$ cat src/rtl/pcdf_pkg.sv
package pcdf_pkg;

    localparam int S_TDATA_W = 24;
    localparam int M_TDATA_W = 32;

    localparam int DUTY_W  = 7;
    localparam int FREQ_W  = 22;

    localparam int DUTY_QBITS = 7;
    localparam int FREQ_QBITS = 19;
    localparam int FREQ_SHIFT = 3;
    localparam int CNT_W      = 5;

    localparam logic [6:0]            DUTY_SCALE   = 7'd100;
    localparam logic [FREQ_QBITS-1:0] FREQ_NUM_LOW = 19'd475712;

    typedef enum logic [1:0] {
        EDGE_RISE  = 2'd0,
        EDGE_FALL  = 2'd1,
        EDGE_CLOSE = 2'd2,
        EDGE_SKIP  = 2'd3
    } edge_t;

    typedef enum logic [2:0] {
        ST_IDLE,
        ST_PREP,
        ST_DUTY,
        ST_FREQ,
        ST_DONE
    } calc_state_t;

endpackage

$ cat src/rtl/pcdf_front.sv
module pcdf_front
    import pcdf_pkg::*;
#(
    parameter int STAMP_WIDTH = 16
) (
    input  logic                   aclk,
    input  logic                   aresetn,
    input  logic                   in_fire,
    input  logic [1:0]             in_edge,
    input  logic [15:0]            in_stamp,
    output logic                   push,
    output logic [STAMP_WIDTH:0]   high_span,
    output logic [STAMP_WIDTH:0]   low_span
);

    logic [STAMP_WIDTH-1:0] rise_reg, rise_next;
    logic [STAMP_WIDTH-1:0] fall_reg, fall_next;
    logic [STAMP_WIDTH-1:0] stamp;
    logic [STAMP_WIDTH-1:0] high_diff;
    logic [STAMP_WIDTH-1:0] low_diff;
    edge_t                  edge_code;

    assign stamp     = STAMP_WIDTH'(in_stamp);
    assign edge_code = edge_t'(in_edge);
    assign high_diff = fall_reg - rise_reg;
    assign low_diff  = stamp - fall_reg;

    // zero difference means a full timer wrap
    assign high_span = {high_diff == '0, high_diff};
    assign low_span  = {low_diff == '0, low_diff};

    always_comb begin
        rise_next = rise_reg;
        fall_next = fall_reg;
        push      = 1'b0;
        if (in_fire) begin
            unique case (edge_code)
                EDGE_RISE: begin
                    rise_next = stamp;
                end
                EDGE_FALL: begin
                    fall_next = stamp;
                end
                EDGE_CLOSE: begin
                    push      = 1'b1;
                    rise_next = '0;
                    fall_next = '0;
                end
                default: begin
                end
            endcase
        end
    end

    always_ff @(posedge aclk) begin
        if (!aresetn) begin
            rise_reg <= '0;
            fall_reg <= '0;
        end else begin
            rise_reg <= rise_next;
            fall_reg <= fall_next;
        end
    end

endmodule

$ cat src/rtl/pcdf_queue.sv
module pcdf_queue
    import pcdf_pkg::*;
#(
    parameter int WIDTH = 34
) (
    input  logic             aclk,
    input  logic             aresetn,
    input  logic             push,
    input  logic [WIDTH-1:0] push_data,
    output logic             full,
    input  logic             pop,
    output logic             out_valid,
    output logic [WIDTH-1:0] out_data
);

    logic [WIDTH-1:0] slot_reg [2];
    logic             wr_ptr_reg, wr_ptr_next;
    logic             rd_ptr_reg, rd_ptr_next;
    logic [1:0]       count_reg, count_next;

    assign full      = count_reg == 2'd2;
    assign out_valid = count_reg != 2'd0;
    assign out_data  = slot_reg[rd_ptr_reg];

    always_comb begin
        wr_ptr_next = wr_ptr_reg ^ push;
        rd_ptr_next = rd_ptr_reg ^ pop;
        count_next  = count_reg + 2'(push) - 2'(pop);
    end

    always_ff @(posedge aclk) begin
        if (push) begin
            slot_reg[wr_ptr_reg] <= push_data;
        end
    end

    always_ff @(posedge aclk) begin
        if (!aresetn) begin
            wr_ptr_reg <= 1'b0;
            rd_ptr_reg <= 1'b0;
            count_reg  <= 2'd0;
        end else begin
            wr_ptr_reg <= wr_ptr_next;
            rd_ptr_reg <= rd_ptr_next;
            count_reg  <= count_next;
        end
    end

endmodule

$ cat src/rtl/pcdf_calc.sv
module pcdf_calc
    import pcdf_pkg::*;
#(
    parameter int STAMP_WIDTH = 16
) (
    input  logic                   aclk,
    input  logic                   aresetn,
    input  logic                   in_valid,
    input  logic [STAMP_WIDTH:0]   in_high,
    input  logic [STAMP_WIDTH:0]   in_low,
    output logic                   pop,
    output logic                   m_tvalid,
    input  logic                   m_tready,
    output logic [M_TDATA_W-1:0]   m_tdata
);

    localparam int SPW   = STAMP_WIDTH + 1;
    localparam int PERW  = STAMP_WIDTH + 2;
    localparam int TRW   = STAMP_WIDTH + 3;
    localparam int PRODW = STAMP_WIDTH + 8;

    calc_state_t            state_reg, state_next;
    logic [SPW-1:0]         high_reg, high_next;
    logic [PERW-1:0]        period_reg, period_next;
    logic [PERW-1:0]        rem_reg, rem_next;
    logic [FREQ_QBITS-1:0]  num_reg, num_next;
    logic [FREQ_QBITS-1:0]  quo_reg, quo_next;
    logic [DUTY_W-1:0]      duty_reg, duty_next;
    logic [CNT_W-1:0]       cnt_reg, cnt_next;
    logic                   out_valid_reg, out_valid_next;
    logic [M_TDATA_W-1:0]   out_data_reg, out_data_next;

    logic [PRODW-1:0]       prod;
    logic [TRW-1:0]         trial;
    logic                   ge;
    logic [PERW-1:0]        rem_step;
    logic [FREQ_QBITS-1:0]  quo_step;

    assign prod     = {7'd0, high_reg} * PRODW'(DUTY_SCALE);
    assign trial    = {rem_reg, num_reg[FREQ_QBITS-1]};
    assign ge       = trial >= {1'b0, period_reg};
    assign rem_step = ge ? PERW'(trial - {1'b0, period_reg}) : PERW'(trial);
    assign quo_step = {quo_reg[FREQ_QBITS-2:0], ge};

    assign m_tvalid = out_valid_reg;
    assign m_tdata  = out_data_reg;

    always_comb begin
        state_next     = state_reg;
        high_next      = high_reg;
        period_next    = period_reg;
        rem_next       = rem_reg;
        num_next       = num_reg;
        quo_next       = quo_reg;
        duty_next      = duty_reg;
        cnt_next       = cnt_reg;
        out_valid_next = out_valid_reg && !m_tready;
        out_data_next  = out_data_reg;
        pop            = 1'b0;
        unique case (state_reg)
            ST_IDLE: begin
                if (in_valid) begin
                    pop         = 1'b1;
                    high_next   = in_high;
                    period_next = PERW'(in_high) + PERW'(in_low);
                    state_next  = ST_PREP;
                end
            end
            ST_PREP: begin
                // quotient below 128, so the top bits start as remainder
                rem_next   = PERW'(prod[PRODW-1:DUTY_QBITS]);
                num_next   = {prod[DUTY_QBITS-1:0], (FREQ_QBITS-DUTY_QBITS)'(0)};
                quo_next   = '0;
                cnt_next   = CNT_W'(DUTY_QBITS);
                state_next = ST_DUTY;
            end
            ST_DUTY: begin
                rem_next = rem_step;
                num_next = {num_reg[FREQ_QBITS-2:0], 1'b0};
                quo_next = quo_step;
                cnt_next = cnt_reg - CNT_W'(1);
                if (cnt_reg == CNT_W'(1)) begin
                    duty_next  = quo_step[DUTY_W-1:0];
                    // 1000000 = 1 * 2^19 + low bits
                    rem_next   = PERW'(1);
                    num_next   = FREQ_NUM_LOW;
                    quo_next   = '0;
                    cnt_next   = CNT_W'(FREQ_QBITS);
                    state_next = ST_FREQ;
                end
            end
            ST_FREQ: begin
                rem_next = rem_step;
                num_next = {num_reg[FREQ_QBITS-2:0], 1'b0};
                quo_next = quo_step;
                cnt_next = cnt_reg - CNT_W'(1);
                if (cnt_reg == CNT_W'(1)) begin
                    state_next = ST_DONE;
                end
            end
            ST_DONE: begin
                if (!out_valid_reg || m_tready) begin
                    out_valid_next = 1'b1;
                    out_data_next  = M_TDATA_W'({quo_reg[FREQ_QBITS-1:0],
                                                FREQ_SHIFT'(0), duty_reg});
                    state_next     = ST_IDLE;
                end
            end
            default: begin
                state_next = ST_IDLE;
            end
        endcase
    end

    always_ff @(posedge aclk) begin
        if (!aresetn) begin
            state_reg     <= ST_IDLE;
            out_valid_reg <= 1'b0;
        end else begin
            state_reg     <= state_next;
            out_valid_reg <= out_valid_next;
        end
    end

    always_ff @(posedge aclk) begin
        high_reg     <= high_next;
        period_reg   <= period_next;
        rem_reg      <= rem_next;
        num_reg      <= num_next;
        quo_reg      <= quo_next;
        duty_reg     <= duty_next;
        cnt_reg      <= cnt_next;
        out_data_reg <= out_data_next;
    end

endmodule

$ cat src/rtl/pwm_capture_duty_frequency.sv
// a closing-edge transfer reaches m_tvalid through the queue, the load, the
// multiply, the duty divide, the frequency divide and the output register
// throughput: one input transfer per cycle while the two-entry queue has room;
// closing edges are worked one at a time by the shared serial divider
// reset: synchronous active-low aresetn clears both stored stamps, the queue
// and the output valid flag
module pwm_capture_duty_frequency
    import pcdf_pkg::*;
#(
    parameter int STAMP_WIDTH = 16
) (
    input  logic                 aclk,
    input  logic                 aresetn,
    input  logic                 s_tvalid,
    output logic                 s_tready,
    input  logic [S_TDATA_W-1:0] s_tdata,   // edge_index[1:0], capture_stamp[17:2]
    output logic                 m_tvalid,
    input  logic                 m_tready,
    output logic [M_TDATA_W-1:0] m_tdata    // duty_percent[6:0], frequency_value[28:7]
);

    logic                  push;
    logic                  full;
    logic                  pop;
    logic                  q_valid;
    logic [STAMP_WIDTH:0]  high_span;
    logic [STAMP_WIDTH:0]  low_span;
    logic [2*STAMP_WIDTH+1:0] q_data;

    assign s_tready = !full;

    pcdf_front #(
        .STAMP_WIDTH (STAMP_WIDTH)
    ) u_front (
        .aclk      (aclk),
        .aresetn   (aresetn),
        .in_fire   (s_tvalid && s_tready),
        .in_edge   (s_tdata[1:0]),
        .in_stamp  (s_tdata[17:2]),
        .push      (push),
        .high_span (high_span),
        .low_span  (low_span)
    );

    pcdf_queue #(
        .WIDTH (2*STAMP_WIDTH+2)
    ) u_queue (
        .aclk      (aclk),
        .aresetn   (aresetn),
        .push      (push),
        .push_data ({low_span, high_span}),
        .full      (full),
        .pop       (pop),
        .out_valid (q_valid),
        .out_data  (q_data)
    );

    pcdf_calc #(
        .STAMP_WIDTH (STAMP_WIDTH)
    ) u_calc (
        .aclk     (aclk),
        .aresetn  (aresetn),
        .in_valid (q_valid),
        .in_high  (q_data[STAMP_WIDTH:0]),
        .in_low   (q_data[2*STAMP_WIDTH+1:STAMP_WIDTH+1]),
        .pop      (pop),
        .m_tvalid (m_tvalid),
        .m_tready (m_tready),
        .m_tdata  (m_tdata)
    );

endmodule

$ cat config.mk
export PLATFORM = sky130hd
export DESIGN_NAME = pwm_capture_duty_frequency
export DESIGN_NICKNAME = d
export VERILOG_FILES = /design/src/rtl/pcdf_pkg.sv /design/src/rtl/pcdf_front.sv /design/src/rtl/pcdf_queue.sv /design/src/rtl/pcdf_calc.sv /design/src/rtl/pwm_capture_duty_frequency.sv
export SDC_FILE = /design/constraint.sdc
export NUM_CORES = 1
export LEC_CHECK = 0
export BUFFER_PORTS_ARGS = -buffer_cell sky130_fd_sc_hd__buf_2
export CORE_MARGIN = 2
export CORE_UTILIZATION = 55
export CTS_CLUSTER_SIZE = 20
export DETAILED_ROUTE_END_ITERATION = 8
export HOLD_SLACK_MARGIN = 0.05
export PLACE_DENSITY = 0.73
export SLEW_MARGIN = 20
export SYNTH_ARGS = -nofsm -noshare
export SYNTH_HDL_FRONTEND = slang
export SYNTH_SLANG_ARGS = --single-unit
$ cat constraint.sdc
create_clock -name aclk -period 6.3 [get_ports aclk]
set_clock_uncertainty 0.1 [all_clocks]
set_input_delay 0.63 -clock aclk [delete_from_list [all_inputs] [get_ports aclk]]
set_output_delay 0.63 -clock aclk [all_outputs]
set_load 0.1 [all_outputs]
==> results.yml <==
outcome:
  status: "finished clean"
floorplanning:
  pin_count: 62
  row_count: 56
  die_h_um: 159
  initial_core_util_pct: 56.2
  die_w_um: 159
  die_area_sq_um: 25300
  core_area_sq_um: 23500
cts:
  cts.path.max_buffers: 3
  postCtsHoldBufs: 0
  cts_sinks: 232
  clkTransAtPathRegs_ns: 0.06
  cts_resized: 0
  clock_latency_ns: 0.51
  cts_made_buffers: 24
  htreeDepth: 1
  cts_tree: "built"
  root_buffer: "clkbuf_16"
  cts_setup_buffers: 0
drt:
  num_vias: 8224
  firstDrtPassIters: 5
  wire_per_inst_um: 14.9
  vias_per_cell: 5.35
  postRouteAntennaNets: 0
  wl_um: 22900
  drt_iter0_drc: 373
  drcViolationCount: 0
synth:
  yosysWarnings: 0
  synth_area_leaders: "edfxtp_1 (43%), ha_1 (12%), dfxtp_1 (6.2%), inv_1 (3.9%), xnor2_1 (3.4%)"
  async_flop_share_pct: 0
  syn_avg_cell_area_sq_um: 11.5
  synth_top_area_share_pct: 43.4
  synth_area_sq_um: 13200
  postSynthCellCount: 1146
  synthFlopType: "edfxtp_1"
  synth_area_leader_cell: "edfxtp_1"
  ys_types: 67
  synth-edff-count: 191
  ys_ff_latch: 232
  ys_seq_area_share_pct: 49.6
sta:
  tightest_slew_ns: 1.02
  post-route-min-period_ns: 4.08
  slew_headroom_pct: 32.0
  grt_setup_unrepaired: "false"
  max_freq_mhz: 245
  hold_viol_final: 0
  setup_viol: 0
  tns_ns: 0
  period_share_pct: 64.8
  maxSlewViolCount: 0
final_layout:
  fillers: 1852
  diodes: 0
  multi_input_area_sq_um: 6040
  ff_latch_area_sq_um: 6560
  nets: 1371
  area_growth_pct: 10.4
  drive_above_1_share_pct: 12.2
  final-instance-count-excl-fill: 1536
  largest_reg_flops: 68
grt:
  grt_pass1_vias: 8306
  grt-ovfl-total: 0
  grt_antenna_before_repair: 0
  grt_max_degree: 56
  grt_usage_pct: 18.3
  grt_pass1_wl_um: 39000
critical_path:
  crit_type: "flip-flop to flip-flop"
  crit_required_ns: 6.43
  startpoint_type: "flip-flop"
  path_max_fanout: 4
  cp.arrival_ns: 4.21
  endpoint_kind: "flip-flop"
placed_design:
  hpwl_um: 16800
  io_buffers: 49
  dp_cells: 1492
  place_congestion: 0.861
run:
  drv_cap: 0
min_path:
  hold_class: "primary input to flip-flop"
[worst paths after layout]
check | startpoint | end | slack [ns] | cells after the start
worst max-delay path | u_calc.high_reg[3] | u_calc.rem_reg[16] | 2.22 | 15
worst min-delay path | s_tdata[2] | u_front.rise_reg[0] | 0.31 | 3
worst max register to register | u_calc.high_reg[3] | u_calc.rem_reg[16] | 2.22 | 15
worst min register to register | u_calc.duty_reg[2] | u_calc.m_tdata[2] | 0.32 | 0
[final cells by class]
type,instances,share of cell area (%)
Clock buffer,27,4.19
Clock inverter,17,1.17
Inverter,138,3.55
Multi-Input combinational cell,746,41.4
Sequential cell,232,44.9
Tap cell,319,2.73
Timing Repair Buffer,57,2.09
[metal layers]
layer | vias up | GRT usage, % | share of wire, %
met1 | 3871 | 23.8 | 47
met4 | 0 | 4.30 | 1.6
met5 | - | 0 | 0
li1 | 4212 | - | -
met2 | 107 | 32.6 | 49
met3 | 34 | 2.34 | 2.8
[worst max-delay path, cell delays in order (launching register included)]
cell and delay (ns):
edfxtp_1 0.46, ha_1 0.34, ha_1 0.28, inv_1 0.05, fa_1 0.49, inv_1 0.04
ha_1 0.34, a21o_1 0.18, nand2_1 0.07, nand3_1 0.12, a311oi_1 0.49, o31a_1 0.27
o21ai_0 0.13, a21oi_1 0.19, xor2_1 0.17, o211ai_1 0.10
[cells in the final DEF (no fill, tap or decap), drive strengths merged, types with 9 or more instances in the layout]
master  instances
edfxtp        191
inv           138
ha            128
a21oi          64
buf            57
xnor2          51
nor2           49
nor2b          42
dfxtp          41
and2           34
mux2           32
nand2          31
o21ai          30
clkbuf         27
a21o           21
xor2           21
a22oi          17
fa             16
mux2i          15
o21a           15
nor3b          15
nor3           15
o21bai         13
o22ai          12
clkinv         12
nand3          11
a31oi           9
[synth_stat cells (8+ instances only)]
library cell,instances
a21o_1,21
a21oi_1,62
a22oi_1,17
a31oi_1,8
and2_1,34
clkbuf_1,22
dfxtp_1,41
edfxtp_1,191
fa_1,16
ha_1,128
inv_1,138
mux2_2,32
mux2i_1,15
nand2_1,31
nand3_1,11
nor2_1,49
nor2b_1,41
nor3_1,15
nor3b_1,15
o21a_1,15
o21ai_0,28
o21bai_1,13
o22ai_1,12
xnor2_1,51
xor2_1,21
[cell families (layout without fill, tap and decap cells)]
family	count (synthesis)	in the layout	synth area share, %
and+or+nand+nor	247	247	10.5
DFF	232	232	49.6
AOI/OAI and AO/OA	230	230	11.6
buffers and inverters	173	239	5.10
adders and majority gates	144	144	14.5
xor gates and xnor gates	72	72	4.77
muxes	47	47	3.86
other	1	6	0.0284
[metrics by stage]
stage          area (sq um)  util (%)  worst slack (ns)  hold WS (ns)
2_1_floorplan         13200         -             0.772         0.300
3_3_place_gp          13800      58.6              2.27         0.303
3_5_place_dp          13800      58.7              2.23         0.305
4_1_cts               14600      62.0              2.21         0.291
5_1_grt               14600      62.0              1.97         0.297
6_report              14600      62.0              2.22         0.312
Power is not shown: default switching activity piles up to over one toggle a cycle in this logic, so the estimate is an artifact.
